[config.mk]
export PLATFORM = sky130hd
export DESIGN_NAME = fsc_plane_dist
export DESIGN_NICKNAME = d
export VERILOG_FILES = /design/src/rtl/core/fsc_pkg.sv /design/src/rtl/core/fsc_plane_dist.sv
export SDC_FILE = /design/constraint.sdc
export NUM_CORES = 1
export LEC_CHECK = 0
export BUFFER_PORTS_ARGS = -buffer_cell sky130_fd_sc_hd__buf_4
export CAP_MARGIN = 20
export CELL_PAD_IN_SITES_DETAIL_PLACEMENT = 0
export CELL_PAD_IN_SITES_GLOBAL_PLACEMENT = 1
export CORE_UTILIZATION = 40
export DETAILED_ROUTE_END_ITERATION = 6
export GPL_TIMING_DRIVEN = 0
export PLACE_DENSITY = 0.95
export SLEW_MARGIN = 5
export SYNTH_ARGS = -nofsm -noshare
export SYNTH_HDL_FRONTEND = slang
export SYNTH_SLANG_ARGS = --single-unit
[constraint.sdc]
create_clock -name vclk -period 14.1
set_input_delay 1.41 -clock vclk [all_inputs]
set_output_delay 1.41 -clock vclk [all_outputs]
set_load 0.01 [all_outputs]
[src/rtl/core/fsc_pkg.sv]
// Package for the frustum sphere culling block: field widths, plane count,
// command and classification codes, and the per-plane flag struct.
// No dependencies.
`timescale 1ns / 1ps

package fsc_pkg;

  localparam int unsigned PLANE_COUNT = 6;
  localparam int unsigned PIDX_W      = 3;
  localparam int unsigned NORM_W      = 16;
  localparam int unsigned COORD_W     = 24;
  localparam int unsigned RAD_W       = 23;
  localparam int unsigned FRAC_SHIFT  = 14;
  localparam int unsigned PROD_W      = NORM_W + COORD_W;
  localparam int unsigned SUM_W       = PROD_W + 2;
  localparam int unsigned SHR_W       = SUM_W - FRAC_SHIFT;
  localparam int unsigned DIST_W      = SHR_W + 1;
  localparam int unsigned IN_DATA_W   = 176;
  localparam int unsigned OUT_DATA_W  = 8;

  typedef enum logic {
    CMD_LOAD = 1'b0,
    CMD_TEST = 1'b1
  } cmd_e;

  typedef enum logic [1:0] {
    CLS_OUTSIDE    = 2'd0,
    CLS_INTERSECTS = 2'd1,
    CLS_INSIDE     = 2'd2
  } cls_e;

  typedef struct packed {
    logic outside;
    logic crossing;
  } plane_flags_t;

endpackage

[src/rtl/core/fsc_plane_dist.sv]
// Signed distance of a sphere center to one plane from registered products,
// with saturation and the outside and crossing tests against the radius.
// Depends on fsc_pkg.
`timescale 1ns / 1ps

module fsc_plane_dist import fsc_pkg::*; (
  input  logic signed [PROD_W-1:0]  prod_x_i,
  input  logic signed [PROD_W-1:0]  prod_y_i,
  input  logic signed [PROD_W-1:0]  prod_z_i,
  input  logic signed [COORD_W-1:0] offset_i,
  input  logic        [RAD_W-1:0]   radius_i,
  output plane_flags_t              flags_o
);

  localparam logic signed [DIST_W-1:0] DMax = DIST_W'((1 << (COORD_W - 1)) - 1);
  localparam logic signed [DIST_W-1:0] DMin = -DIST_W'(1 << (COORD_W - 1));

  logic signed [SUM_W-1:0]   sum;
  logic signed [SUM_W-1:0]   sum_shr;
  logic signed [DIST_W-1:0]  dist_wide;
  logic signed [COORD_W-1:0] dist_sat;
  logic signed [COORD_W:0]   neg_radius;
  logic        [COORD_W-1:0] abs_dist;

  always_comb begin
    sum       = SUM_W'(prod_x_i) + SUM_W'(prod_y_i) + SUM_W'(prod_z_i);
    sum_shr   = sum >>> FRAC_SHIFT;
    dist_wide = DIST_W'(signed'(sum_shr[SHR_W-1:0])) + DIST_W'(offset_i);
    if (dist_wide > DMax) begin
      dist_sat = COORD_W'(DMax);
    end else if (dist_wide < DMin) begin
      dist_sat = COORD_W'(DMin);
    end else begin
      dist_sat = dist_wide[COORD_W-1:0];
    end
    neg_radius = -signed'({2'b00, radius_i});
    abs_dist   = dist_sat[COORD_W-1] ? (~dist_sat + 1'b1) : dist_sat;
    flags_o.outside  = (signed'((COORD_W + 1)'(dist_sat)) < neg_radius);
    flags_o.crossing = (abs_dist < {1'b0, radius_i});
  end

endmodule

# ---- Word-level counts from Yosys, hierarchy flattened
# Cells that the tools add are included.
# W data, S select, Z words.
dict set report totals {
  output_inout_bits 2
  inputBits 167
  elab_cells 13
  reg_bits 0
}
dict set report op_classes {
  add_sub_neg 5
  magnitude_cmp 4
  mux 3
  bitwise 1
}
# operator count
set ops {}
lappend ops {{$mux W24} 3}
lappend ops {{$add A41 B40 Y42} 1}
lappend ops {{$add A40 B40 Y41} 1}
lappend ops {{$add A28 B24 Y29} 1}
lappend ops {{$gt A29 B24 Y1 const B} 1}
lappend ops {{$lt A29 B24 Y1 const B} 1}
lappend ops {{$lt A24 B25 Y1} 1}
lappend ops {{$neg A23 Y25} 1}
lappend ops {{$add A24 B1 Y24 const B} 1}
lappend ops {{$lt A24 B23 Y1} 1}
lappend ops {{$not A24 Y24} 1}

# ---- Logic depth before layout (Yosys ltp)
# Gate-level depths: netlist (run 1).
dict set report logic_depth {
  depth_word 10
  depth_mapped 44
  depth_no_buf 41
}

# ---- Least setup slack after synthesis (run 1)
# OpenSTA, ideal clock, no wires.
dict set report synth_path {
  path_type {in2out}
  from {in prod_x_i[9]}
  to {out flags_o[0] (netlist bit)}
  n_path_buf 2
  setup_slack_ns 2.941
  arrival_ns 9.749
  cell_stages 43
  required_ns 12.690
  path_cell_list {inv_1 fa_1 inv_1 ha_1 or4_1 a221oi_1 o211ai_1 a311oi_1 a211o_1 a21o_1 nand2_1 o21ai_0 o21a_1 o21ai_0 xnor2_1 ha_1 a21oi_1 o21ai_0 [7 not listed] clkbuf_1 nor2_1 inv_1 ha_1 o211ai_2 xor2_1 o21ai_0 ha_1 a21o_1 a21o_1 a21o_1 a21o_1 a21o_1 a21oi_1 o21ai_0 a221oi_1 o31ai_1 a41oi_1}
}
# item line_no
set synth_lines {}
lappend synth_lines {{start: declaration} fsc_plane_dist.sv:7} ;# input logic signed [PROD_W-1:0] prod_x_i,
lappend synth_lines {{end: declaration} fsc_plane_dist.sv:12} ;# output plane_flags_t flags_o

==> out/metrics.cfg, run 1 <==
[global_routing]
grt_pass1_vias = 6679
track_usage_pct = 20.7
grt_max_degree = 12
grt-ovfl-total = 0
grt_pass1_wl_um = 28900
antenna_found_initial = 0

[place]
port-buffer-count = 169
gp_congestion = 0.889
post-dp-hpwl_um = 15300
pre_cts_slack_ns = 1.04

[worst_setup_path]
critPathLaunchType = input pin
cpMaxStageDelayCell = o31ai_1
max_stage_delay_ns = 1.01
endpoint_kind = output pin
cp_max_fo = 10
critPathRequiredTime_ns = 12.69
crit_type = input pin to output pin
critPathTopFamily = compound AO/OA/AOI/OAI gates
cp.buffers_inverters = 5
worstPathArrival_ns = 11.70
cpMostUsedCell = a21o_1

[cts]
cts_hold_buf = 0
post_cts_buffers = 0
cts_resized = 0

[pwr]
vdd_drop_max_uv = 65.0
leakage_nw = 3.82
power.density_nw_per_um2 = 167

[timing]
drv_slew = 0
final-hold-violation-count = 0
setup_violations = 0
max_clock_freq_ghz = 0.0763
rsz0062_at_grt = no
worst_slew_pin_slew_ns = 1.16
fin_crit_sh_pct = 93.0
fin_tns_setup_ns = 0
relSlewSlack_pct = 21.9
fin_ws_ns = 0.992
timing.final.crit_period_ns = 13.11
timing.hold.ws_ns = 3.49

[logic_synthesis]
synthesis.nets = 1189
synth_warnings = 0
yosysTopAreaCellShare_pct = 22.0
synth_area_leaders = ha_1, fa_1, xnor2_1
syn_area_um2 = 6430
synth_cell_type_count = 66
synth_top_area_cell = ha_1
avgSynthCellArea_um2 = 7.40
netlist_instances = 869
seq_area_frac_synth_pct = 0

[drt]
first_iter_violations = 329
drt-pass1-iter-count = 5
vias = 6839
wl_um = 17300
route.detailed.drc = 0
via_per_inst = 5.48
ant_nets = 0
wire_per_inst_um = 13.8

[die]
row_count = 45
initial_core_util_pct = 41.7
core_area_um2 = 15400
pin_count = 169
fp.dieH_um = 129
dieArea_um2 = 16600
fp.dieW_um = 129

[layout]
nets = 1360
multi_input_area_um2 = 6020
final_cell_mix = buf_4, ha_1, inv_1
final_common_cell = buf_4
fillers = 1634
layout.area.seq_um2 = 0
final_util_pct = 51.6
antennaDiodeCount = 0
syn_to_final_growth_pct = 23.8
clock_buffers = 0
seq_cells = 0
drive_gt1_share_pct = 18.6

[run]
maxCapViolations = 0

[hold_path]
hp-class = input pin to output pin

[outcome]
status = completed

power by group:
part | switching [mW] | internal, mW | total, mW | leakage (nW)
clock | 0 | 0 | 0 | 0
combinational | 0.795 | 0.536 | 1.33 | 3.82
sequential | 0 | 0 | 0 | 0
total | 0.795 | 0.536 | 1.33 | 3.82
final timing paths:
kind,depth (start not counted),startpoint,endpoint,slack (ns)
worst max-delay path,42,prod_x_i[9],flags_o[0],0.99
worst min-delay path,7,radius_i[22],flags_o[0],3.49
synthesized netlist by cell type, types with 6 or more instances:
cell        n
and3_1     10
a211oi_1    7
nand4_1    19
nand2_1    59
fa_1       40
inv_1      85
ha_1      113
a31oi_1     8
nand2b_1    9
or3_1      12
or2_2       6
a211o_1     6
nand3_1    21
nor3_1     18
nor2_1     54
o21ai_0    67
xnor2_1    49
a21oi_1    73
nor2b_1     7
nor4_1     14
clkbuf_1   17
and2_1      6
xor2_1     26
o21bai_1    8
o21a_1     12
a21o_1     39
o211ai_1    9
routing by layer:
metal / part of all wire (%) / up-vias / GRT usage [%] / wire length, um
met5: 0 / - / 0 / 0
met3: 5.1 / 14 / 0.956 / 887
met4: 1.0 / 0 / 2.49 / 179
met1: 43 / 3149 / 25.4 / 7460
met2: 51 / 163 / 40.6 / 8740
li1: - / 3513 / - / -
final cells by class:
| type | count | area share (%) |
|---|---|---|
| multi-input cells | 761 | 75.6 |
| repair buffers | 169 | 15.9 |
| well taps | 211 | 3.32 |
| inverters | 85 | 4.01 |
| plain buffers | 23 | 1.18 |
per-stage QoR:
step	cell area, um2	cells	power [mW]
after floorplan	6430	869	1.00
after global placement	7960	1249	1.30
after detailed placement	7960	1249	1.32
after CTS	7960	1249	1.33
after global routing	7960	1249	1.50
final	7960	1249	1.33
kinds of logic after synthesis:
kind of cell | after synthesis | share of synthesized area (%)
AOI/OAI and AO/OA | 283 | 29.2
and+or+nand+nor | 247 | 19.2
adders and majority gates | 153 | 34.4
buffers and inverters | 108 | 6.42
xor gates and xnor gates | 75 | 10.2
muxes | 3 | 0.506
No activity file was read; power rests on OpenSTA's default activity.
==> inputs of run 2 (changes only) <==
--- a/config.mk
+++ b/config.mk
@@ -5,7 +5,7 @@
 export SDC_FILE = /design/constraint.sdc
 export NUM_CORES = 1
 export LEC_CHECK = 0
-export BUFFER_PORTS_ARGS = -buffer_cell sky130_fd_sc_hd__buf_4
+export BUFFER_PORTS_ARGS = -buffer_cell sky130_fd_sc_hd__clkbuf_2
 export CAP_MARGIN = 20
 export CELL_PAD_IN_SITES_DETAIL_PLACEMENT = 0
 export CELL_PAD_IN_SITES_GLOBAL_PLACEMENT = 1
==> out/metrics.cfg, run 2 (synthesis results as in run 1) <==
[timing]
max_clock_freq_ghz = 0.0760  ; -0.33%
drv_slew = 0  ; unchanged
timing.hold.ws_ns = 3.48  ; -0.00846 ns
fin_tns_setup_ns = 0  ; unchanged
fin_crit_sh_pct = 93.3  ; +0.31 points
final-hold-violation-count = 0  ; unchanged
setup_violations = 0  ; unchanged
timing.final.crit_period_ns = 13.15  ; +0.0436 ns
rsz0062_at_grt = no
relSlewSlack_pct = 47.4  ; +25 points
worst_slew_pin_slew_ns = 0.783  ; -0.378 ns

[pwr]
power.density_nw_per_um2 = 175  ; +4.6%
leakage_nw = 3.72  ; -2.8%
vdd_drop_max_uv = 69.5  ; +6.9%
finalPower_mw = 1.32  ; -0.93%

[layout]
antennaDiodeCount = 0  ; unchanged
drive_gt1_share_pct = 18.7  ; +0.078 points
final_util_pct = 48.9  ; -2.7 points
final_common_cell = clkbuf_2
final_cell_mix = clkbuf_2, ha_1, inv_1
nets = 1361  ; +0.074%
clock_buffers = 0  ; unchanged
syn_to_final_growth_pct = 17.3
seq_cells = 0  ; unchanged
layout.area.seq_um2 = 0  ; unchanged

[drt]
first_iter_violations = 372  ; +13%
wl_um = 17000  ; -1.5%
via_per_inst = 5.53  ; +1.0%
wire_per_inst_um = 13.6  ; -1.5%
ant_nets = 0  ; unchanged
vias = 6915  ; +1.1%
route.detailed.drc = 0  ; unchanged
drt-pass1-iter-count = 5  ; unchanged

[die]
pin_count = 169  ; unchanged
row_count = 45  ; unchanged
fp.dieW_um = 129  ; unchanged
fp.dieH_um = 129  ; unchanged
dieArea_um2 = 16600  ; unchanged
core_area_um2 = 15400  ; unchanged
initial_core_util_pct = 41.7  ; unchanged

[worst_setup_path]
critPathLaunchType = input pin
cp.depth = 44  ; +4.8%
max_stage_delay_ns = 0.53  ; -0.48 ns
critPathCapture = flags_o[0]
cp_max_fo = 10  ; unchanged
worstPathArrival_ns = 11.74  ; +0.04 ns
crit_type = input pin to output pin
critPathRequiredTime_ns = 12.69  ; about the same
cp.buffers_inverters = 7  ; +2
critPathLaunch = prod_x_i[9]
cpMostUsedCell = a21o_1
cpMaxStageDelayCell = fa_1
critPathTopFamily = compound AO/OA/AOI/OAI gates
endpoint_kind = output pin

[global_routing]
grt-ovfl-total = 0  ; unchanged
grt_pass1_wl_um = 28700  ; -0.81%
grt_pass1_vias = 6515  ; -2.5%
track_usage_pct = 20.6  ; -0.17 points
grt_max_degree = 12  ; unchanged
antenna_found_initial = 0  ; unchanged

[place]
port-buffer-count = 169  ; unchanged
post-dp-hpwl_um = 15200  ; -1.1%
gp_congestion = 0.914  ; +2.9%

[cts]
post_cts_buffers = 0  ; unchanged
cts_hold_buf = 0  ; unchanged
cts_resized = 0  ; unchanged

[run]
maxCapViolations = 0  ; unchanged

[outcome]
status = completed

[hold_path]
timing.hold.worst_path_depth = 7  ; unchanged
hp-class = input pin to output pin

run 2: changes by cell type in the layout (fill, tap and decap cells not counted):
cell,change
buf_2,+1
clkbuf_2,+169
buf_4,-169
run 2: worst min path at each step:
stage	start	end	slack (ns)
final	radius_i[22]	flags_o[0]	3.48
after global routing	radius_i[22]	flags_o[0]	3.54
after CTS	radius_i[22]	flags_o[0]	3.48
after detailed placement	radius_i[22]	flags_o[0]	3.49
after global placement	radius_i[22]	flags_o[0]	3.47
after floorplan	radius_i[22]	flags_o[0]	3.18
run 2: per-stage QoR:
| step | worst slack (ns) | instances | cell area [um2] |
|---|---|---|---|
| 2_1_floorplan | 2.94 | 869 | 6430 |
| 3_3_place_gp | 1.03 | 1249 | 7540 |
| 3_5_place_dp | 1.05 | 1249 | 7540 |
| 4_1_cts | 1.01 | 1249 | 7540 |
| 5_1_grt | 0.164 | 1250 | 7550 |
| 6_report | 0.949 | 1250 | 7550 |
run 2: final cells by class:
type	instances	area, um2
Fill cell	1617	7880
Multi-Input combinational cell	761	6020
Timing Repair Buffer	170	851
Inverter	85	319
Tap cell	211	264
Buffer	23	93.8
run 2: power by group:
part           internal, mW  switching (mW)  total [mW]
combinational         0.520           0.798        1.32
sequential                0               0           0
clock                     0               0           0
total                 0.520           0.798        1.32
run 2: worst min-delay path, cell delays in order:
cell and delay [ns]:
clkbuf_2 0.10, inv_1 0.09, ha_1 0.15, a221oi_1 0.04, o31ai_1 0.08, a41oi_1 0.07
clkbuf_2 0.13
run 2: metal layers:
layer  wire length (um)  GRT usage [%]  up-vias
met1               7420           25.5     3176
met3                835          0.624       14
met5                  0              0        -
li1                   -              -     3515
met2               8560           40.1      210
met4                199           2.63        0
